$ cat config.mk
export PLATFORM = sky130hd
export DESIGN_NAME = level_step_command_sequencer
export DESIGN_NICKNAME = d
export VERILOG_FILES = /design/src/hw/rtl/lsc_pkg.sv /design/src/hw/rtl/lsc_regs.sv /design/src/hw/rtl/lsc_ctrl.sv /design/src/hw/rtl/lsc_dp.sv /design/src/hw/rtl/level_step_command_sequencer.sv
export SDC_FILE = /design/constraint.sdc
export NUM_CORES = 1
export LEC_CHECK = 0
export ABC_AREA = 0
export CAP_MARGIN = 20
export CORE_UTILIZATION = 58
export CTS_CLUSTER_DIAMETER = 50
export CTS_CLUSTER_SIZE = 30
export DETAILED_ROUTE_END_ITERATION = 8
export DONT_BUFFER_PORTS = 1
export PLACE_DENSITY = 0.76
export SYNTH_ARGS = -nofsm -noshare
export SYNTH_HDL_FRONTEND = slang
export SYNTH_SLANG_ARGS = --single-unit
$ cat constraint.sdc
create_clock -name clk -period 3.2 [get_ports clk]
set_input_delay 0.8 -clock clk [delete_from_list [all_inputs] [get_ports clk]]
set_output_delay 0.8 -clock clk [all_outputs]
set_load 0.02 [all_outputs]
$ cat src/hw/rtl/lsc_pkg.sv
// Shared constants, codes and types of the level-step command sequencer.
package lsc_pkg;

  localparam int LEVEL_W  = 5;
  localparam int CODE_W   = 8;
  localparam int TICK_W   = 8;
  localparam int SEQ_W    = 4;
  localparam int REP_W    = 4;
  localparam int FUNC_W   = 2;
  localparam int CNT_W    = 4;
  localparam int WORD_W   = 20;
  localparam int ADDR_W   = 5;
  localparam int PDATA_W  = 32;
  localparam int MAX_PKTS = 11;

  localparam logic signed [LEVEL_W-1:0] MAX_LEVEL_A   = 5'sd10;
  localparam logic signed [LEVEL_W-1:0] MAX_LEVEL_B   = 5'sd6;
  localparam logic signed [LEVEL_W-1:0] LEVEL_UNKNOWN = -5'sd2;

  localparam logic [7:0] SYNC_BYTE = 8'hBD;

  // Function codes carried in tuser.
  localparam logic [FUNC_W-1:0] FUNC_SET_A     = 2'd0;
  localparam logic [FUNC_W-1:0] FUNC_SET_B     = 2'd1;
  localparam logic [FUNC_W-1:0] FUNC_POWER_OFF = 2'd2;
  localparam logic [FUNC_W-1:0] FUNC_KEEPALIVE = 2'd3;

  // Register indexes (byte address = 4 * index).
  localparam logic [2:0] REG_CODE_A_STEP    = 3'd0;
  localparam logic [2:0] REG_CODE_A_OFF     = 3'd1;
  localparam logic [2:0] REG_CODE_B_STEP    = 3'd2;
  localparam logic [2:0] REG_CODE_B_OFF     = 3'd3;
  localparam logic [2:0] REG_CODE_POWER_OFF = 3'd4;
  localparam logic [2:0] REG_REPEAT_COUNT   = 3'd5;
  localparam logic [2:0] REG_KEEPALIVE_INTV = 3'd6;

  localparam logic [REP_W-1:0]  REPEAT_COUNT_RST = 4'd1;
  localparam logic [TICK_W-1:0] KEEPALIVE_RST    = 8'd10;

  typedef struct packed {
    logic [CODE_W-1:0] code_a_step;
    logic [CODE_W-1:0] code_a_off;
    logic [CODE_W-1:0] code_b_step;
    logic [CODE_W-1:0] code_b_off;
    logic [CODE_W-1:0] code_power_off;
    logic [REP_W-1:0]  repeat_count;
    logic [TICK_W-1:0] keepalive_interval;
  } cfg_t;

  typedef struct packed {
    logic take_in;  // latch the input beat
    logic plan;     // evaluate the request, update channel state
    logic load;     // build the next packet into the output register
  } ctrl_cmd_t;

  typedef struct packed {
    logic pkts_left;  // at least one packet still to build
  } dp_status_t;

  typedef struct packed {
    logic                        ignore;
    logic signed [LEVEL_W-1:0]   new_level;
    logic                        off_first;
    logic [CNT_W-1:0]            steps;
    logic                        stamp;
  } set_plan_t;

endpackage

$ cat src/hw/rtl/lsc_regs.sv
// Configuration register file with its APB-style port.
module lsc_regs (
  input  logic                          clk,
  input  logic                          rst,
  input  logic                          psel,
  input  logic                          penable,
  input  logic                          pwrite,
  input  logic [lsc_pkg::ADDR_W-1:0]    paddr,
  input  logic [lsc_pkg::PDATA_W-1:0]   pwdata,
  output logic [lsc_pkg::PDATA_W-1:0]   prdata,
  output logic                          pready,
  output lsc_pkg::cfg_t                 cfg
);

  logic       wr_en;
  logic [2:0] reg_idx;

  assign pready  = 1'b1;
  assign wr_en   = psel & penable & pwrite;
  assign reg_idx = paddr[4:2];

  always_ff @(posedge clk) begin
    if (rst) begin
      cfg.code_a_step        <= '0;
      cfg.code_a_off         <= '0;
      cfg.code_b_step        <= '0;
      cfg.code_b_off         <= '0;
      cfg.code_power_off     <= '0;
      cfg.repeat_count       <= lsc_pkg::REPEAT_COUNT_RST;
      cfg.keepalive_interval <= lsc_pkg::KEEPALIVE_RST;
    end else if (wr_en) begin
      case (reg_idx)
        lsc_pkg::REG_CODE_A_STEP:    cfg.code_a_step        <= pwdata[7:0];
        lsc_pkg::REG_CODE_A_OFF:     cfg.code_a_off         <= pwdata[7:0];
        lsc_pkg::REG_CODE_B_STEP:    cfg.code_b_step        <= pwdata[7:0];
        lsc_pkg::REG_CODE_B_OFF:     cfg.code_b_off         <= pwdata[7:0];
        lsc_pkg::REG_CODE_POWER_OFF: cfg.code_power_off     <= pwdata[7:0];
        lsc_pkg::REG_REPEAT_COUNT:   cfg.repeat_count       <= pwdata[3:0];
        lsc_pkg::REG_KEEPALIVE_INTV: cfg.keepalive_interval <= pwdata[7:0];
        default: ;
      endcase
    end
  end

  always_comb begin
    prdata = '0;
    case (reg_idx)
      lsc_pkg::REG_CODE_A_STEP:    prdata[7:0] = cfg.code_a_step;
      lsc_pkg::REG_CODE_A_OFF:     prdata[7:0] = cfg.code_a_off;
      lsc_pkg::REG_CODE_B_STEP:    prdata[7:0] = cfg.code_b_step;
      lsc_pkg::REG_CODE_B_OFF:     prdata[7:0] = cfg.code_b_off;
      lsc_pkg::REG_CODE_POWER_OFF: prdata[7:0] = cfg.code_power_off;
      lsc_pkg::REG_REPEAT_COUNT:   prdata[3:0] = cfg.repeat_count;
      lsc_pkg::REG_KEEPALIVE_INTV: prdata[7:0] = cfg.keepalive_interval;
      default:                     prdata      = '0;
    endcase
  end

endmodule

$ cat src/hw/rtl/lsc_ctrl.sv
// Controller state machine: input latch, plan, packet build and send.
module lsc_ctrl (
  input  logic                   clk,
  input  logic                   rst,
  input  logic                   s_tvalid,
  output logic                   s_tready,
  output logic                   m_tvalid,
  input  logic                   m_tready,
  input  lsc_pkg::dp_status_t    status,
  output lsc_pkg::ctrl_cmd_t     cmd
);

  localparam logic [1:0] ST_IDLE = 2'd0;
  localparam logic [1:0] ST_PLAN = 2'd1;
  localparam logic [1:0] ST_LOAD = 2'd2;
  localparam logic [1:0] ST_SEND = 2'd3;

  logic [1:0] state;
  logic [1:0] state_next;

  assign s_tready = (state == ST_IDLE);
  assign m_tvalid = (state == ST_SEND);

  always_comb begin
    state_next  = state;
    cmd.take_in = 1'b0;
    cmd.plan    = 1'b0;
    cmd.load    = 1'b0;
    case (state)
      ST_IDLE: begin
        if (s_tvalid) begin
          cmd.take_in = 1'b1;
          state_next  = ST_PLAN;
        end
      end
      ST_PLAN: begin
        cmd.plan   = 1'b1;
        state_next = ST_LOAD;
      end
      ST_LOAD: begin
        if (status.pkts_left) begin
          cmd.load   = 1'b1;
          state_next = ST_SEND;
        end else begin
          state_next = ST_IDLE;
        end
      end
      ST_SEND: begin
        // refill the output register on the same edge the beat leaves
        if (m_tready) begin
          if (status.pkts_left) begin
            cmd.load = 1'b1;
          end else begin
            state_next = ST_IDLE;
          end
        end
      end
      default: state_next = ST_IDLE;
    endcase
  end

  always_ff @(posedge clk) begin
    if (rst) begin
      state <= ST_IDLE;
    end else begin
      state <= state_next;
    end
  end

endmodule

$ cat src/hw/rtl/lsc_dp.sv
// Datapath: channel levels, activity stamp, sequence counter and packet builder.
module lsc_dp (
  input  logic                                clk,
  input  logic                                rst,
  input  lsc_pkg::ctrl_cmd_t                  cmd,
  output lsc_pkg::dp_status_t                 status,
  input  lsc_pkg::cfg_t                       cfg,
  input  logic [lsc_pkg::FUNC_W-1:0]          in_func,
  input  logic signed [lsc_pkg::LEVEL_W-1:0]  in_level,
  input  logic [lsc_pkg::TICK_W-1:0]          in_tick,
  output logic [lsc_pkg::CODE_W-1:0]          cmd_code,
  output logic [lsc_pkg::WORD_W-1:0]          packet_word,
  output logic [lsc_pkg::REP_W-1:0]           repeats,
  output logic                                last
);

  // latched request
  logic [lsc_pkg::FUNC_W-1:0]         func_q;
  logic signed [lsc_pkg::LEVEL_W-1:0] level_q;
  logic [lsc_pkg::TICK_W-1:0]         tick_q;

  // channel state
  logic signed [lsc_pkg::LEVEL_W-1:0] level_a;
  logic signed [lsc_pkg::LEVEL_W-1:0] level_b;
  logic [lsc_pkg::TICK_W-1:0]         last_act;
  logic [lsc_pkg::SEQ_W-1:0]          seq;

  logic signed [lsc_pkg::LEVEL_W-1:0] level_a_next;
  logic signed [lsc_pkg::LEVEL_W-1:0] level_b_next;
  logic [lsc_pkg::TICK_W-1:0]         last_act_next;

  // packet plan: an optional first packet, then a run of identical ones
  logic                         first_pend;
  logic [lsc_pkg::CNT_W-1:0]    pkt_left;
  logic [lsc_pkg::CODE_W-1:0]   first_code;
  logic [lsc_pkg::CODE_W-1:0]   rest_code;

  logic                         plan_first;
  logic [lsc_pkg::CNT_W-1:0]    plan_rest;
  logic [lsc_pkg::CODE_W-1:0]   plan_first_code;
  logic [lsc_pkg::CODE_W-1:0]   plan_rest_code;

  logic [lsc_pkg::SEQ_W-1:0]    seq_inc;
  logic [lsc_pkg::TICK_W-1:0]   idle_ticks;
  lsc_pkg::set_plan_t           sp_a;
  lsc_pkg::set_plan_t           sp_b;

  logic [lsc_pkg::CODE_W-1:0]   out_code;
  logic [lsc_pkg::SEQ_W-1:0]    out_seq;

  function automatic lsc_pkg::set_plan_t set_eval(
    input logic signed [lsc_pkg::LEVEL_W-1:0] curr,
    input logic signed [lsc_pkg::LEVEL_W-1:0] req,
    input logic signed [lsc_pkg::LEVEL_W-1:0] max_lvl
  );
    lsc_pkg::set_plan_t                 p;
    logic signed [lsc_pkg::LEVEL_W-1:0] reqc;
    logic signed [lsc_pkg::LEVEL_W-1:0] diff;
    logic                               up;
    reqc        = (req < 0 || req > max_lvl) ? '0 : req;
    up          = (reqc > curr) && (curr >= 0);
    diff        = reqc - curr;
    p.ignore    = (req == curr);
    p.new_level = reqc;
    p.off_first = !up;
    p.steps     = up ? diff[3:0] : reqc[3:0];
    p.stamp     = (curr != 0);
    return p;
  endfunction

  assign sp_a       = set_eval(level_a, level_q, lsc_pkg::MAX_LEVEL_A);
  assign sp_b       = set_eval(level_b, level_q, lsc_pkg::MAX_LEVEL_B);
  assign idle_ticks = tick_q - last_act;
  assign seq_inc    = seq + 1'b1;

  always_comb begin
    level_a_next    = level_a;
    level_b_next    = level_b;
    last_act_next   = last_act;
    plan_first      = 1'b0;
    plan_rest       = '0;
    plan_first_code = '0;
    plan_rest_code  = '0;
    case (func_q)
      lsc_pkg::FUNC_SET_A: begin
        if (!sp_a.ignore) begin
          level_a_next    = sp_a.new_level;
          plan_first      = sp_a.off_first;
          plan_first_code = cfg.code_a_off;
          plan_rest_code  = cfg.code_a_step;
          plan_rest       = sp_a.steps;
          if (sp_a.stamp) begin
            last_act_next = tick_q;
          end
        end
      end
      lsc_pkg::FUNC_SET_B: begin
        if (!sp_b.ignore) begin
          level_b_next    = sp_b.new_level;
          plan_first      = sp_b.off_first;
          plan_first_code = cfg.code_b_off;
          plan_rest_code  = cfg.code_b_step;
          plan_rest       = sp_b.steps;
          if (sp_b.stamp) begin
            last_act_next = tick_q;
          end
        end
      end
      lsc_pkg::FUNC_POWER_OFF: begin
        plan_first      = 1'b1;
        plan_first_code = cfg.code_power_off;
        level_a_next    = lsc_pkg::LEVEL_UNKNOWN;
        level_b_next    = lsc_pkg::LEVEL_UNKNOWN;
      end
      lsc_pkg::FUNC_KEEPALIVE: begin
        if (idle_ticks >= cfg.keepalive_interval) begin
          last_act_next = tick_q;
          // wake an idle receiver: step A up, then off again
          if (level_a <= 0 && level_b <= 0) begin
            plan_first      = 1'b1;
            plan_first_code = cfg.code_a_step;
            plan_rest_code  = cfg.code_a_off;
            plan_rest       = 4'd1;
          end
        end
      end
      default: ;
    endcase
  end

  always_ff @(posedge clk) begin
    if (rst) begin
      level_a    <= lsc_pkg::LEVEL_UNKNOWN;
      level_b    <= lsc_pkg::LEVEL_UNKNOWN;
      last_act   <= '0;
      seq        <= '0;
      first_pend <= 1'b0;
      pkt_left   <= '0;
    end else if (cmd.plan) begin
      level_a    <= level_a_next;
      level_b    <= level_b_next;
      last_act   <= last_act_next;
      first_pend <= plan_first;
      pkt_left   <= plan_rest + lsc_pkg::CNT_W'(plan_first);
    end else if (cmd.load) begin
      seq        <= seq_inc;
      first_pend <= 1'b0;
      pkt_left   <= pkt_left - 1'b1;
    end
  end

  always_ff @(posedge clk) begin
    if (cmd.take_in) begin
      func_q  <= in_func;
      level_q <= in_level;
      tick_q  <= in_tick;
    end
    if (cmd.plan) begin
      first_code <= plan_first_code;
      rest_code  <= plan_rest_code;
    end
    if (cmd.load) begin
      out_code <= first_pend ? first_code : rest_code;
      out_seq  <= seq_inc;
      repeats  <= cfg.repeat_count;
      last     <= (pkt_left == 4'd1);
    end
  end

  assign status.pkts_left = (pkt_left != '0);
  assign cmd_code         = out_code;
  assign packet_word      = {out_code, lsc_pkg::SYNC_BYTE, out_seq};

  a_pkt_bound: assert property (@(posedge clk) disable iff (rst)
    pkt_left <= lsc_pkg::CNT_W'(lsc_pkg::MAX_PKTS))
    else $error("packet count exceeds the largest plan");

  a_seq_step: assert property (@(posedge clk) disable iff (rst)
    cmd.load |=> (seq == $past(seq) + 1'b1) && (out_seq == seq))
    else $error("sequence number not advanced with the packet");

  a_last_flag: assert property (@(posedge clk) disable iff (rst)
    cmd.load |=> (last == (pkt_left == '0)))
    else $error("last flag disagrees with remaining packets");

  a_level_a_range: assert property (@(posedge clk) disable iff (rst)
    level_a == lsc_pkg::LEVEL_UNKNOWN || (level_a >= 0 && level_a <= lsc_pkg::MAX_LEVEL_A))
    else $error("channel A level out of range");

  a_level_b_range: assert property (@(posedge clk) disable iff (rst)
    level_b == lsc_pkg::LEVEL_UNKNOWN || (level_b >= 0 && level_b <= lsc_pkg::MAX_LEVEL_B))
    else $error("channel B level out of range");

endmodule

$ cat src/hw/rtl/level_step_command_sequencer.sv
// Level-step command sequencer: top level joining registers, controller and datapath.
//
// Takes one request beat at a time (set channel A, set channel B, power off,
// keepalive check) and turns it into up to eleven command packets. A request
// is latched in ST_IDLE, evaluated against the stored channel levels in
// ST_PLAN, and the first packet is built in ST_LOAD; after that one packet
// leaves per cycle while m_tready is high, the output register being refilled
// on the edge its beat is taken. A request holds s_tready low until all of its
// packets have been taken, so no new request is accepted before then; there is
// a single packet builder with one shared sequence counter. Packets carry the
// code in bits 19:12 of the packet word, 0xBD in 11:4 and a 4-bit sequence
// number that advances before each packet. Write registers only while idle.
module level_step_command_sequencer (
  input  logic                         clk,
  input  logic                         rst,
  input  logic                         s_tvalid,
  output logic                         s_tready,
  input  logic [15:0]                  s_tdata,   // level[4:0], now_tick[12:5], zero fill
  input  logic [1:0]                   s_tuser,   // func[1:0]
  output logic                         m_tvalid,
  input  logic                         m_tready,
  output logic [31:0]                  m_tdata,   // cmd_code[7:0], packet_word[27:8], repeats[31:28]
  output logic                         m_tlast,
  input  logic                         psel,
  input  logic                         penable,
  input  logic                         pwrite,
  input  logic [lsc_pkg::ADDR_W-1:0]   paddr,
  input  logic [lsc_pkg::PDATA_W-1:0]  pwdata,
  output logic [lsc_pkg::PDATA_W-1:0]  prdata,
  output logic                         pready
);

  lsc_pkg::cfg_t        cfg;
  lsc_pkg::ctrl_cmd_t   cmd;
  lsc_pkg::dp_status_t  status;

  logic [lsc_pkg::CODE_W-1:0] cmd_code;
  logic [lsc_pkg::WORD_W-1:0] packet_word;
  logic [lsc_pkg::REP_W-1:0]  repeats;

  lsc_regs u_regs (
    .clk     (clk),
    .rst     (rst),
    .psel    (psel),
    .penable (penable),
    .pwrite  (pwrite),
    .paddr   (paddr),
    .pwdata  (pwdata),
    .prdata  (prdata),
    .pready  (pready),
    .cfg     (cfg)
  );

  lsc_ctrl u_ctrl (
    .clk      (clk),
    .rst      (rst),
    .s_tvalid (s_tvalid),
    .s_tready (s_tready),
    .m_tvalid (m_tvalid),
    .m_tready (m_tready),
    .status   (status),
    .cmd      (cmd)
  );

  lsc_dp u_dp (
    .clk         (clk),
    .rst         (rst),
    .cmd         (cmd),
    .status      (status),
    .cfg         (cfg),
    .in_func     (s_tuser),
    .in_level    (s_tdata[4:0]),
    .in_tick     (s_tdata[12:5]),
    .cmd_code    (cmd_code),
    .packet_word (packet_word),
    .repeats     (repeats),
    .last        (m_tlast)
  );

  assign m_tdata = {repeats, packet_word, cmd_code};

endmodule
==> summary.txt, run 1 <==
Timing
  • Min cycle time layout: ~3.6 ns
  • Setup repair after global routing missed its margin: yes
  • Relative slew margins: 0.504
  • Highest achievable clock rate: ~0.28 GHz
  • Transition at the pin with the smallest max-transition slack: roughly 0.74 ns
  • Tightest hold margin: around 0.44 ns
  • Setup violation total in the final timing report: 25
  • Final WS setup: -0.374 ns
  • Final hold violations: 0
  • Period utilisation layout: 1.12
  • Setup skew after layout: 0.0102 ns
  • Final Slew Violations: 0

Routing
  • Vias per cell: around 6.0
  • Final routed wirelength across all metal layers: 15.9 mm
  • Remaining antenna violation count: 0
  • Detailed router's first-iteration violation count: 559
  • # DRC: 0
  • Routed via count: 5480
  • Number of iterations in the first detailed-routing pass: 7
  • Wire length per cell after detailed routing: 17.2 µm

CTS
  • Source-to-sink clock delay at the later pin of the worst-skew pair: around 0.43 ns
  • Number of buffers inserted during clock tree synthesis: 17
  • Post-cts hold buffer count: 0
  • Clock buffer depth: 2
  • Clock tree root driver cell: sky130_fd_sc_hd__clkbuf_16
  • Clock tree from TritonCTS: done
  • Count of H-tree levels built during CTS: 4
  • Clk sinks: 129
  • Clock slew at reported path FFs: roughly 0.06 ns

Finish
  • Area growth from synthesis to final layout: 12.5%
  • Layout fillers: 936
  • Final net count: between 800 and 900
  • Fin util: 0.668
  • N_diodes: 0
  • Layout cell share with drive strength beyond 1: 0.156

Power
  • P_leak: roughly 3.3 nW
  • Switching share of power: 0.264
  • Part of the power in the clock network: 0.430
  • Cell-internal power: 0.00323 W
  • Peak VDD IR: 642 µV
  • Combinational cell fraction of total power: 0.145
  • NetSw: 0.00116 W
  • PD cells: about 550 nW/µm²
  • Portion of total power attributed to sequential cells: 0.425

Yosys
  • Synthesized-area fraction occupied by adder cells: 0.0646
  • Library cells used by synthesis: about 70
  • Largest family of logic cells by synthesized area: simple AND/OR/NAND/NOR gates
  • Async set or reset register ratio after synthesis: 0
  • Top FF cell, synth: sky130_fd_sc_hd__dfxtp_1
  • Cell count after synthesis: 734
  • Leading area contributor after synthesis: sky130_fd_sc_hd__dfxtp_1
  • Mean cell area of the mapped netlist: 9.71 µm²
  • Post-synth EDFFs: between 40 and 50
  • Sequential fraction of the synthesis area: 0.430
  • Cell area after synthesis: just over 7000 µm²
  • Post-Synth XOR/XNOR Area: 0.0332
  • Post-synthesis compound-gate area fraction: 0.117
  • Portion of synthesized cell area occupied by the leading cell type: 0.227
  • Proportion of synthesized area in mux cells: 0.126
  • Simple logic cell fraction of the synthesized area: 0.137
  • Register bit total from synthesis: 129
  • Cell types occupying the most area after synthesis: sky130_fd_sc_hd__dfxtp_1 (23%), sky130_fd_sc_hd__edfxtp_1 (20%), sky130_fd_sc_hd__mux2i_1 (11%)
  • Warning count from the yosys run: 0

GRT
  • Pin count of the biggest net entering global routing: 64
  • M3 GR Usage: 0.0755
  • All-layer global routing usage: 0.263
  • Global-route track usage on met2: 0.426
  • Grt met1 use: 0.315
  • Overall overflow remaining after global route: 0
  • Global routing's busiest layer: met2
  • Via count of the first global-routing pass: ~5400
  • Global-route wire length before repair: 25.9 mm
  • Initial antenna violation count: 0

Critical path
  • Required @ worst endpoint: 3.55 ns
  • Endpoint kind of the worst setup timing path: register
  • Critical path's slowest cell: sky130_fd_sc_hd__edfxtp_1
  • Startpoint type of the worst setup path: register
  • Classification of the worst setup path: reg2reg
  • Crit-path max cell delay: 0.40 ns
  • Crit-path max FO: 3
  • Critical-path cell list: inv_1 > ha_1 > inv_2 > fa_2 > a21o_1 > a21oi_2 > o21bai_1 > a21oi_2 > xnor2_1 > ha_2 > a2111o_1 > a31oi_1 > o21ai_1 > nand4_1 > nand2_1 > ha_4 > inv_2 > nor2_1 > o2111a_1 > a211oi_2
  • Worst EP arrival: between 3 and 4 ns

Place
  • Port bufs: 0
  • Post-detailed-placement half-perimeter wirelength: roughly 11 mm
  • Routability cong.: 0.913

Floorplanning
  • Placement Rows: 40
  • Total core area: ~12000 µm²
  • Initial Utilization: 0.593
  • Die Footprint: between 10000 and 15000 µm²
  • Die Span Y: 113 µm
  • Die width: 113 µm
  • Number of I/O pins: 130

Worst hold path
  • Class of the tightest hold or removal check: in2reg

Status
  • Violations in the final reports: setup timing
  • Run status: finished, violations left

Flow run
  • Max cap viols: 0
registers in the layout, summed over array words and instances, names as in the netlist:
register	cells
u_dp.last_act	8
u_dp.last	1
u_dp.cmd_code	8
u_dp.level_b	5
u_regs.cfg	52
u_dp.pkt_left	4
u_dp.level_q	5
u_dp.func_q	2
u_dp.repeats	4
u_dp.out_seq	4
u_ctrl.state	2
u_dp.first_pend	1
u_dp.tick_q	8
u_dp.level_a	5
u_dp.first_code	8
u_dp.seq	4
u_dp.rest_code	8
cell usage in the layout, fill, tap and decap left out, types with 6 or more instances in the layout:
master / n
sky130_fd_sc_hd__a21o_1: 6
sky130_fd_sc_hd__a21oi_1: 22
sky130_fd_sc_hd__a222oi_1: 15
sky130_fd_sc_hd__a22oi_1: 7
sky130_fd_sc_hd__buf_4: 46
sky130_fd_sc_hd__clkbuf_16: 17
sky130_fd_sc_hd__conb_1: 36
sky130_fd_sc_hd__dfxtp_1: 81
sky130_fd_sc_hd__edfxtp_1: 48
sky130_fd_sc_hd__ha_1: 28
sky130_fd_sc_hd__inv_1: 44
sky130_fd_sc_hd__mux2_2: 11
sky130_fd_sc_hd__mux2i_1: 75
sky130_fd_sc_hd__nand2_1: 62
sky130_fd_sc_hd__nand2b_1: 6
sky130_fd_sc_hd__nor2_1: 95
sky130_fd_sc_hd__o21ai_0: 17
sky130_fd_sc_hd__o22ai_1: 6
sky130_fd_sc_hd__xnor2_1: 12
sky130_fd_sc_hd__xor2_1: 15
area by class of cell:
cell class | instances | area (µm²) | share of cell area
clock buffers | 19 | 443 | 0.0552
clock inverters | 13 | 136 | 0.0170
inverters | 49 | 184 | 0.0229
multi-input cells | 517 | 3640 | 0.454
flip-flops and latches | 129 | 3060 | 0.382
well taps | 147 | 184 | 0.0229
repair buffers | 47 | 365 | 0.0456
power groups by stage:
stage | combinational (W) | sequential (W) | clock (W)
after detailed placement | 0.000591 | 0.00189 | 0
after global placement | 0.000571 | 0.00189 | 0
final | 0.000636 | 0.00186 | 0.00189
after global routing | 0.000703 | 0.00187 | 0.00197
after CTS | 0.000617 | 0.00186 | 0.00191
after floorplan | 0.000519 | 0.00186 | 0
final timing paths:
check,slack [ns],cells after the start,startpoint,endpoint
worst min register to register,0.46,2,u_dp.last_act[4],u_dp.last_act[4]
worst max register to register,-0.37,20,u_dp.tick_q[0],u_dp.pkt_left[3]
worst min-delay path,0.44,1,rst,u_dp.level_a[0]
worst max-delay path,-0.37,20,u_dp.tick_q[0],u_dp.pkt_left[3]
routing by layer:
metal | part of all wire | vias up
li1 | - | 2573
met1 | 0.40 | 2568
met2 | 0.48 | 290
met3 | 0.087 | 49
met4 | 0.035 | 0
met5 | 0 | -
synth_stat cells (4+ instances only):
cell type and number:
sky130_fd_sc_hd__buf_2 8, sky130_fd_sc_hd__xor2_1 15, sky130_fd_sc_hd__xnor2_1 12, sky130_fd_sc_hd__nor2_2 5
sky130_fd_sc_hd__nand2b_1 6, sky130_fd_sc_hd__mux2i_1 75, sky130_fd_sc_hd__a21o_1 6, sky130_fd_sc_hd__nor2_1 96
sky130_fd_sc_hd__clkbuf_1 18, sky130_fd_sc_hd__a22oi_1 7, sky130_fd_sc_hd__nor4_1 5, sky130_fd_sc_hd__inv_1 46
sky130_fd_sc_hd__edfxtp_1 48, sky130_fd_sc_hd__nand2_1 62, sky130_fd_sc_hd__nor2b_1 4, sky130_fd_sc_hd__mux2_2 11
sky130_fd_sc_hd__a222oi_1 15, sky130_fd_sc_hd__nor3_1 6, sky130_fd_sc_hd__buf_4 43, sky130_fd_sc_hd__nand4_1 4
sky130_fd_sc_hd__nand3_1 5, sky130_fd_sc_hd__a21oi_1 25, sky130_fd_sc_hd__dfxtp_1 81, sky130_fd_sc_hd__o21ai_0 19
sky130_fd_sc_hd__ha_1 32, sky130_fd_sc_hd__o22ai_1 6, sky130_fd_sc_hd__nand3b_1 4, sky130_fd_sc_hd__or3_1 4
timing repair:
action | in CTS | in global routing
pin swaps | 11 | 7
setup endpoints to repair | 17 | 29
hold endpoints to repair | 0 | 0
gates resized for setup | 8 | 5
setup buffers | 4 | 1
worst max-delay path: cells and delay by family, from the launching register on:
| kind | cells | cell delay, ns |
|---|---|---|
| compound gates | 9 | 1.56 |
| fa+ha+maj | 4 | 0.86 |
| flops | 1 | 0.40 |
| simple gates | 3 | 0.39 |
| buf+inv | 3 | 0.18 |
| xor+xnor | 1 | 0.10 |
logic make-up (layout without fill, tap and decap cells):
logic type	count (synthesis)	after routing
DFF	129	129
and+or+nand+nor	216	216
AOI/OAI and AO/OA	116	116
muxes	87	87
other	2	36
adders and majority gates	35	35
buffers and inverters	122	128
xor gates and xnor gates	27	27
stage by stage:
step	TNS, ns	setup slack [ns]	instances	cell area [µm²]	total power (W)
3_5_place_dp	-3.42	-0.417	884	7340	0.00249
4_1_cts	-3.81	-0.395	920	7980	0.00438
3_3_place_gp	-2.15	-0.284	884	7340	0.00246
2_1_floorplan	-0.654	-0.134	768	7290	0.00238
6_report	-4.13	-0.374	921	8020	0.00438
5_1_grt	-8.97	-0.581	921	8020	0.00455
Note: power is estimated with default switching activity, not from simulation.
==> run 2: changes to the inputs <==
Settings changed: PLACE_DENSITY 0.76 to 0.79.
==> summary.txt, run 2 (same netlist as run 1, synthesis figures left out) <==
Status
  • Run status: finished, violations left (unchanged)
  • Violations in the final reports: setup timing (unchanged)

Routing
  • Remaining antenna violation count: 0 (unchanged)
  • Detailed router's first-iteration violation count: 473 (was 559)
  • Final routed wirelength across all metal layers: 16.3 mm (was 15.9 mm)
  • Met2 WL post-DR: 7.95 mm (was 7.59 mm)
  • Met3 WL: 1.21 mm (was 1.37 mm)
  • # DRC: 0 (unchanged)
  • Highest Signal Layer: met4 (unchanged)
  • Routed via count: 5463 (was 5480)
  • Number of iterations in the first detailed-routing pass: 5 (was 7)
  • Wire length per cell after detailed routing: 17.7 µm (was 17.2 µm)
  • Vias per cell: 5.93 (was 5.95)
  • Wire length on met1: 6.68 mm (was 6.36 mm)

Critical path
  • Number of buffers and inverters on the critical path: 0 (was 3)
  • Startpoint type of the worst setup path: register (unchanged)
  • Critical-path cell list: ha_1 > a21o_1 > a21o_1 > a21o_1 > a21oi_2 > xnor2_1 > ha_1 > a2111o_1 > a31oi_1 > o21ai_1 > nand4_1 > a31oi_4 > ha_4 > ha_4 > a221oi_2 > nor2_1 (was inv_1 > ha_1 > inv_2 > fa_2 > a21o_1 > a21oi_2 > o21bai_1 > a21oi_2 > xnor2_1 > ha_2 > a2111o_1 > a31oi_1 > o21ai_1 > nand4_1 > nand2_1 > ha_4 > inv_2 > nor2_1 > o2111a_1 > a211oi_2)
  • Critical path's slowest cell: sky130_fd_sc_hd__edfxtp_1 (unchanged)
  • Classification of the worst setup path: reg2reg (unchanged)
  • Most frequent cell on the critical path: sky130_fd_sc_hd__a21o_1
  • Crit-path max FO: 3 (unchanged)
  • Required @ worst endpoint: 3.51 ns (was 3.55 ns)
  • Worst EP arrival: 3.90 ns (was 3.93 ns)
  • Crit-path max cell delay: 0.41 ns (was 0.40 ns)
  • Endpoint kind of the worst setup timing path: register (unchanged)
  • Family with the most delay on the worst path: compound AO/OA/AOI/OAI gates (unchanged)

CTS
  • Number of buffers inserted during clock tree synthesis: 17 (unchanged)
  • Source-to-sink clock delay at the later pin of the worst-skew pair: 0.43 ns (about the same)
  • Clk sinks: 129 (unchanged)
  • Clock slew at reported path FFs: 0.06 ns (about the same)
  • Clock tree root driver cell: sky130_fd_sc_hd__clkbuf_16 (unchanged)
  • Clock buffer depth: 2 (unchanged)
  • Clock tree from TritonCTS: done (unchanged)
  • Count of H-tree levels built during CTS: 4 (unchanged)
  • Post-cts hold buffer count: 0 (unchanged)

Floorplanning
  • Die Footprint: 12700 µm² (unchanged)
  • Die Span Y: 113 µm (unchanged)
  • Die width: 113 µm (unchanged)
  • Placement Rows: 40 (unchanged)
  • Total core area: 12000 µm² (unchanged)
  • Number of I/O pins: 130 (unchanged)
  • Initial Utilization: 0.593 (unchanged)

Place
  • Post-detailed-placement half-perimeter wirelength: 11.1 mm (was 11.0 mm)
  • Port bufs: 0 (unchanged)
  • Routability cong.: 0.869 (was 0.913)
  • Placed standard-cell area: 7340 µm² (unchanged)

Timing
  • Min cycle time layout: 3.59 ns (was 3.57 ns)
  • Setup repair after global routing missed its margin: yes (unchanged)
  • Setup violation total in the final timing report: 29 (was 25)
  • Relative slew margins: 0.454 (was 0.504)
  • Highest achievable clock rate: 0.279 GHz (was 0.280 GHz)
  • Final hold violations: 0 (unchanged)
  • Transition at the pin with the smallest max-transition slack: 0.814 ns (was 0.744 ns)
  • Final Slew Violations: 0 (unchanged)
  • Setup skew after layout: 0.0102 ns (about the same)
  • Period utilisation layout: 1.12 (about the same)
  • Final WS setup: -0.390 ns (was -0.374 ns)

Finish
  • Layout fillers: 898 (was 936)
  • Register area: 3060 µm² (unchanged)
  • Highest-count cells in the layout ignoring fill and taps: sky130_fd_sc_hd__nor2_1 (93), sky130_fd_sc_hd__dfxtp_1 (81), sky130_fd_sc_hd__mux2i_1 (75) (was sky130_fd_sc_hd__nor2_1 (95), sky130_fd_sc_hd__dfxtp_1 (81), sky130_fd_sc_hd__mux2i_1 (75))
  • Top reg by flops: u_regs.cfg (unchanged)
  • Number of flip-flops in the largest register: 52 (unchanged)
  • Non-Filler Cell Area, Final: 8050 µm² (was 8020 µm²)
  • Final net count: 859 (was 858)
  • Layout cell share with drive strength beyond 1: 0.165 (was 0.156)
  • N_diodes: 0 (unchanged)
  • Most common library cell in the layout ignoring fill and taps: sky130_fd_sc_hd__nor2_1 (unchanged)
  • Area used by multi-input combinational logic: 3670 µm² (was 3640 µm²)
  • Area growth from synthesis to final layout: 12.9% (was 12.5%)

Worst hold path
  • Class of the tightest hold or removal check: in2reg (unchanged)

GRT
  • Global-route wire length before repair: 26.2 mm (was 25.9 mm)
  • Overall overflow remaining after global route: 0 (unchanged)
  • Via count of the first global-routing pass: 5394 (was 5392)
  • All-layer global routing usage: 0.266 (was 0.263)
  • Pin count of the biggest net entering global routing: 64 (unchanged)
  • Initial antenna violation count: 0 (unchanged)

Power
  • Combinational cell fraction of total power: 0.154 (was 0.145)
  • PD cells: 542 nW/µm² (was 547 nW/µm²)
  • Cell-internal power: 0.00315 W (was 0.00323 W)
  • Total power draw: 0.00436 W (was 0.00438 W)
  • Peak VDD IR: 383 µV (was 642 µV)
  • Switching share of power: 0.277 (was 0.264)
  • Portion of total power attributed to sequential cells: 0.427 (was 0.425)
  • NetSw: 0.00121 W (was 0.00116 W)
  • P_leak: 3.30 nW (was 3.29 nW)
  • Part of the power in the clock network: 0.419 (was 0.430)

Flow run
  • Max cap viols: 0 (unchanged)
==> run 2: cell count changes in the layout (fill, tap and decap cells not counted), moves of 2 or more <==
| cell | delta |
|---|---|
| sky130_fd_sc_hd__nor2_2 | +2 |
| sky130_fd_sc_hd__nor2_1 | -2 |
| sky130_fd_sc_hd__buf_6 | +2 |
| sky130_fd_sc_hd__inv_6 | +3 |
| sky130_fd_sc_hd__buf_4 | -2 |
==> run 2: worst paths after layout <==
| kind | startpoint | endpoint | slack, ns | depth (start not counted) |
|---|---|---|---|---|
| setup / recovery | u_dp.tick_q[1] | u_dp.pkt_left[1] | -0.39 | 16 |
| hold / removal | rst | u_dp.level_a[0] | 0.45 | 1 |
| setup reg to reg | u_dp.tick_q[1] | u_dp.pkt_left[1] | -0.39 | 16 |
| hold reg to reg | u_dp.last_act[2] | u_dp.last_act[2] | 0.46 | 2 |
==> run 2: layout make-up <==
cell class,instances,area share
flip-flops and latches,129,0.381
well taps,147,0.0229
clock buffers,17,0.0529
clock inverters,15,0.0165
repair buffers,48,0.0482
multi-input cells,517,0.456
inverters,49,0.0229
==> run 2: per-layer routing <==
metal,global-route usage,up-vias
met2,0.454,247
met1,0.313,2593
li1,-,2576
met5,0,-
met3,0.0648,47
met4,0.136,0
==> run 2: repair_timing <==
action | in CTS | in global routing
pin swaps | 11 | 18
buffers inserted | 5 | 2
endpoints found under the setup margin | 22 | 29
resized for setup | 7 | 15
==> run 2: worst reg2reg max path, stage by stage (launching register included) <==
cell                       delay [ns]
sky130_fd_sc_hd__edfxtp_1        0.41
sky130_fd_sc_hd__ha_1            0.29
sky130_fd_sc_hd__a21o_1          0.15
sky130_fd_sc_hd__a21o_1          0.17
sky130_fd_sc_hd__a21o_1          0.17
sky130_fd_sc_hd__a21oi_2         0.16
sky130_fd_sc_hd__xnor2_1         0.15
sky130_fd_sc_hd__ha_1            0.29
sky130_fd_sc_hd__a2111o_1        0.37
sky130_fd_sc_hd__a31oi_1         0.13
sky130_fd_sc_hd__o21ai_1         0.11
sky130_fd_sc_hd__nand4_1         0.21
sky130_fd_sc_hd__a31oi_4         0.13
sky130_fd_sc_hd__ha_4            0.21
sky130_fd_sc_hd__ha_4            0.21
sky130_fd_sc_hd__a221oi_2        0.26
sky130_fd_sc_hd__nor2_1          0.06
==> run 2: stage by stage <==
step	std cells	setup slack, ns	setup TNS, ns	hold WS, ns	utilization
5_1_grt	922	-0.629	-11.99	0.432	0.670
2_1_floorplan	768	-0.134	-0.654	0.429	-
3_3_place_gp	884	-0.326	-2.12	0.443	0.611
6_report	922	-0.390	-5.84	0.446	0.670
4_1_cts	920	-0.389	-5.71	0.430	0.662
3_5_place_dp	884	-0.488	-3.54	0.458	0.611
==> run 2: power groups by stage <==
stage | clock network, W | registers [W] | logic, W
2_1_floorplan | 0 | 0.00186 | 0.000519
3_3_place_gp | 0 | 0.00189 | 0.000577
3_5_place_dp | 0 | 0.00190 | 0.000604
4_1_cts | 0.00185 | 0.00186 | 0.000630
5_1_grt | 0.00192 | 0.00187 | 0.000733
6_report | 0.00183 | 0.00186 | 0.000670
==> run 3: changes to the inputs <==
Settings changed: CORE_UTILIZATION 58 to 64, PLACE_DENSITY 0.79 to 0.83, SLEW_MARGIN from default to 20.
Clock period 3.2 ns to 4.1 ns, I/O delays scaled along.
==> summary.txt, run 3 (same netlist as run 1, synthesis figures left out) <==
Status
  • Run status: finished clean (was finished, violations left)

Worst hold path
  • Cell count of the worst hold path: 2 (was 1)
  • Class of the tightest hold or removal check: reg2reg (was in2reg)

CTS
  • Number of buffers inserted during clock tree synthesis: 17 (unchanged)
  • Clock tree from TritonCTS: done (unchanged)
  • Post-CTS setup buffers: 0 (was 5)
  • Clock buffer depth: 2 (unchanged)
  • Clock tree root driver cell: sky130_fd_sc_hd__clkbuf_8 (was sky130_fd_sc_hd__clkbuf_16)
  • Source-to-sink clock delay at the later pin of the worst-skew pair: 0.53 ns (was 0.43 ns)
  • Clock slew at reported path FFs: 0.06 ns (about the same)
  • Count of H-tree levels built during CTS: 4 (unchanged)
  • Clk sinks: 129 (unchanged)

Floorplanning
  • Die Span Y: 108 µm (was 113 µm)
  • Total core area: 10800 µm² (was 12000 µm²)
  • Die width: 108 µm (was 113 µm)
  • Number of I/O pins: 130 (unchanged)
  • Placement Rows: 38 (was 40)
  • Initial Utilization: 0.658 (was 0.593)
  • Die Footprint: 11600 µm² (was 12700 µm²)

Routing
  • Wire length per cell after detailed routing: 18.2 µm (was 17.7 µm)
  • Met2 WL post-DR: 7.96 mm (was 7.95 mm)
  • Final routed wirelength across all metal layers: 15.9 mm (was 16.3 mm)
  • Vias per cell: 6.06 (was 5.93)
  • Remaining antenna violation count: 0 (unchanged)
  • Detailed router's first-iteration violation count: 459 (was 473)
  • Number of iterations in the first detailed-routing pass: 8 (was 5)
  • Highest Signal Layer: met4 (unchanged)
  • # DRC: 0 (unchanged)
  • Routed via count: 5285 (was 5463)
  • Met3 WL: 1.10 mm (was 1.21 mm)
  • Wire length on met1: 6.43 mm (was 6.68 mm)

GRT
  • All-layer global routing usage: 0.289 (was 0.266)
  • Global-route wire length before repair: 25.4 mm (was 26.2 mm)
  • Overall overflow remaining after global route: 0 (unchanged)
  • Via count of the first global-routing pass: 5141 (was 5394)
  • Pin count of the biggest net entering global routing: 64 (unchanged)
  • Initial antenna violation count: 0 (unchanged)

Finish
  • Layout cell share with drive strength beyond 1: 0.0861 (was 0.165)
  • N_diodes: 0 (unchanged)
  • Top reg by flops: u_regs.cfg (unchanged)
  • Number of flip-flops in the largest register: 52 (unchanged)
  • Area growth from synthesis to final layout: 6.25% (was 12.9%)
  • Highest-count cells in the layout ignoring fill and taps: sky130_fd_sc_hd__nor2_1 (95), sky130_fd_sc_hd__dfxtp_1 (81), sky130_fd_sc_hd__mux2i_1 (75) (was sky130_fd_sc_hd__nor2_1 (93), sky130_fd_sc_hd__dfxtp_1 (81), sky130_fd_sc_hd__mux2i_1 (75))
  • Layout fillers: 781 (was 898)
  • Final net count: 816 (was 859)
  • Most common library cell in the layout ignoring fill and taps: sky130_fd_sc_hd__nor2_1 (unchanged)

Place
  • Port bufs: 0 (unchanged)
  • Routability cong.: 0.901 (was 0.869)
  • Setup slack after placement: 0.214 ns (was -0.488 ns)
  • Post-detailed-placement half-perimeter wirelength: 11.1 mm (about the same)

Critical path
  • Critical-path cell list: ha_1 > a21o_1 > a21o_1 > a21o_1 > a21oi_1 > o21ai_0 > xnor2_1 > ha_1 > a2111o_1 > a31oi_1 > o21ai_1 > and4_2 > buf_4 > a222oi_1 > inv_1 (was ha_1 > a21o_1 > a21o_1 > a21o_1 > a21oi_2 > xnor2_1 > ha_1 > a2111o_1 > a31oi_1 > o21ai_1 > nand4_1 > a31oi_4 > ha_4 > ha_4 > a221oi_2 > nor2_1)
  • Startpoint type of the worst setup path: register (unchanged)
  • Worst EP arrival: 4.12 ns (was 3.90 ns)
  • Required @ worst endpoint: 4.38 ns (was 3.51 ns)
  • Worst Reg-to-Reg Cells: 15 (was 16)
  • Crit-path max FO: 9 (was 3)
  • Crit-path max cell delay: 0.44 ns (was 0.41 ns)
  • Critical path's slowest cell: sky130_fd_sc_hd__edfxtp_1 (unchanged)
  • Critical path origin: u_dp.tick_q[1] (unchanged)
  • Setup slack, reg-to-reg: 0.26 ns (was -0.39 ns)
  • Capturing instance or port of the critical path: u_dp.rest_code[6] (was u_dp.pkt_left[1])
  • Endpoint kind of the worst setup timing path: register (unchanged)
  • Most frequent cell on the critical path: sky130_fd_sc_hd__a21o_1 (unchanged)
  • Reg-to-Reg Start: u_dp.tick_q[1] (unchanged)
  • Classification of the worst setup path: reg2reg (unchanged)
  • Endpoint of the worst-slack reg-to-reg timing path: u_dp.rest_code[6] (was u_dp.pkt_left[1])

Power
  • Combinational cell fraction of total power: 0.126 (was 0.154)
  • Portion of total power attributed to sequential cells: 0.442 (was 0.427)
  • Switching share of power: 0.260 (was 0.277)
  • Peak VDD IR: 357 µV (was 383 µV)
  • Cell-internal power: 0.00245 W (was 0.00315 W)
  • Part of the power in the clock network: 0.432 (was 0.419)
  • NetSw: 0.000858 W (was 0.00121 W)
  • PD cells: 436 nW/µm² (was 542 nW/µm²)
  • P_leak: 3.07 nW (was 3.30 nW)

Timing
  • Relative slew margins: 0.270 (was 0.454)
  • Setup repair after global routing missed its margin: no (was yes)
  • Setup violation total in the final timing report: 0 (was 29)
  • Final WS setup: 0.263 ns (was -0.390 ns)
  • Fin Setup TNS: 0 ns (was -5.84 ns)
  • Min cycle time layout: 3.84 ns (was 3.59 ns)
  • Setup skew after layout: 0.00780 ns (was 0.0102 ns)
  • Final hold violations: 0 (unchanged)
  • Period utilisation layout: 0.936 (was 1.12)
  • Transition at the pin with the smallest max-transition slack: 1.10 ns (was 0.814 ns)
  • Final Slew Violations: 0 (unchanged)
  • Highest achievable clock rate: 0.261 GHz (was 0.279 GHz)

Flow run
  • Max cap viols: 0 (unchanged)
-- run 3: cell count changes in the layout (fill, tap and decap cells not counted), sizes merged --
cell / delta
clkinv: -2
buf: -43
clkbuf: +5
bufinv: +1
inv: -4
-- run 3: layout make-up --
type | instances | area, µm² | area share
Clock inverter | 10 | 110 | 0.0145
Tap cell | 140 | 175 | 0.0231
Inverter | 49 | 184 | 0.0243
Clock buffer | 22 | 453 | 0.0598
Multi-Input combinational cell | 517 | 3550 | 0.469
Timing Repair Buffer | 5 | 37.5 | 0.00496
Sequential cell | 129 | 3060 | 0.404
-- run 3: worst min-delay path by stage --
stage,from,end,slack [ns]
floorplan,u_regs.cfg[11],u_dp.repeats[3],0.43
global placement,u_dp.last_act[1],u_dp.last_act[1],0.44
detailed placement,u_dp.last_act[2],u_dp.last_act[2],0.45
CTS,u_dp.last_act[2],u_dp.last_act[2],0.46
global route,u_regs.cfg[8],u_dp.repeats[0],0.48
finish,u_dp.last_act[1],u_dp.last_act[1],0.46
-- run 3: repair_timing --
item / in CTS / in global routing
setup endpoints to repair: 0 / 3
hold buffers: 0 / 0
gates resized for setup: 0 / 2
-- run 3: worst max-delay path: cells and delay by family, from the launching register on --
family	cells	cell delay, ns
AOI/OAI and AO/OA	9	1.86
adders and majority gates	2	0.52
DFF	1	0.44
and+or+nand+nor	1	0.32
xor gates and xnor gates	1	0.16
buffers and inverters	2	0.28
-- run 3: power groups by stage --
stage	registers, W	clock network, W	logic, W
floorplan	0.00145	0	0.000396
global placement	0.00148	0	0.000394
detailed placement	0.00149	0	0.000410
CTS	0.00146	0.00144	0.000413
global route	0.00147	0.00150	0.000459
finish	0.00146	0.00143	0.000416
-- run 3: routing by layer --
| layer | global-route usage | vias up |
|---|---|---|
| met1 | 0.347 | 2523 |
| met2 | 0.484 | 242 |
| li1 | - | 2479 |
| met5 | 0 | - |
| met3 | 0.0745 | 41 |
| met4 | 0.136 | 0 |
-- run 3: per-stage QoR --
stage	power (W)	hold WS, ns	area, µm²	instances	util
detailed placement	0.00190	0.450	7000	840	0.646
global placement	0.00188	0.443	7000	840	0.646
floorplan	0.00185	0.429	7260	768	-
CTS	0.00331	0.458	7570	872	0.698
global route	0.00343	0.482	7570	872	0.699
finish	0.00330	0.456	7570	872	0.699
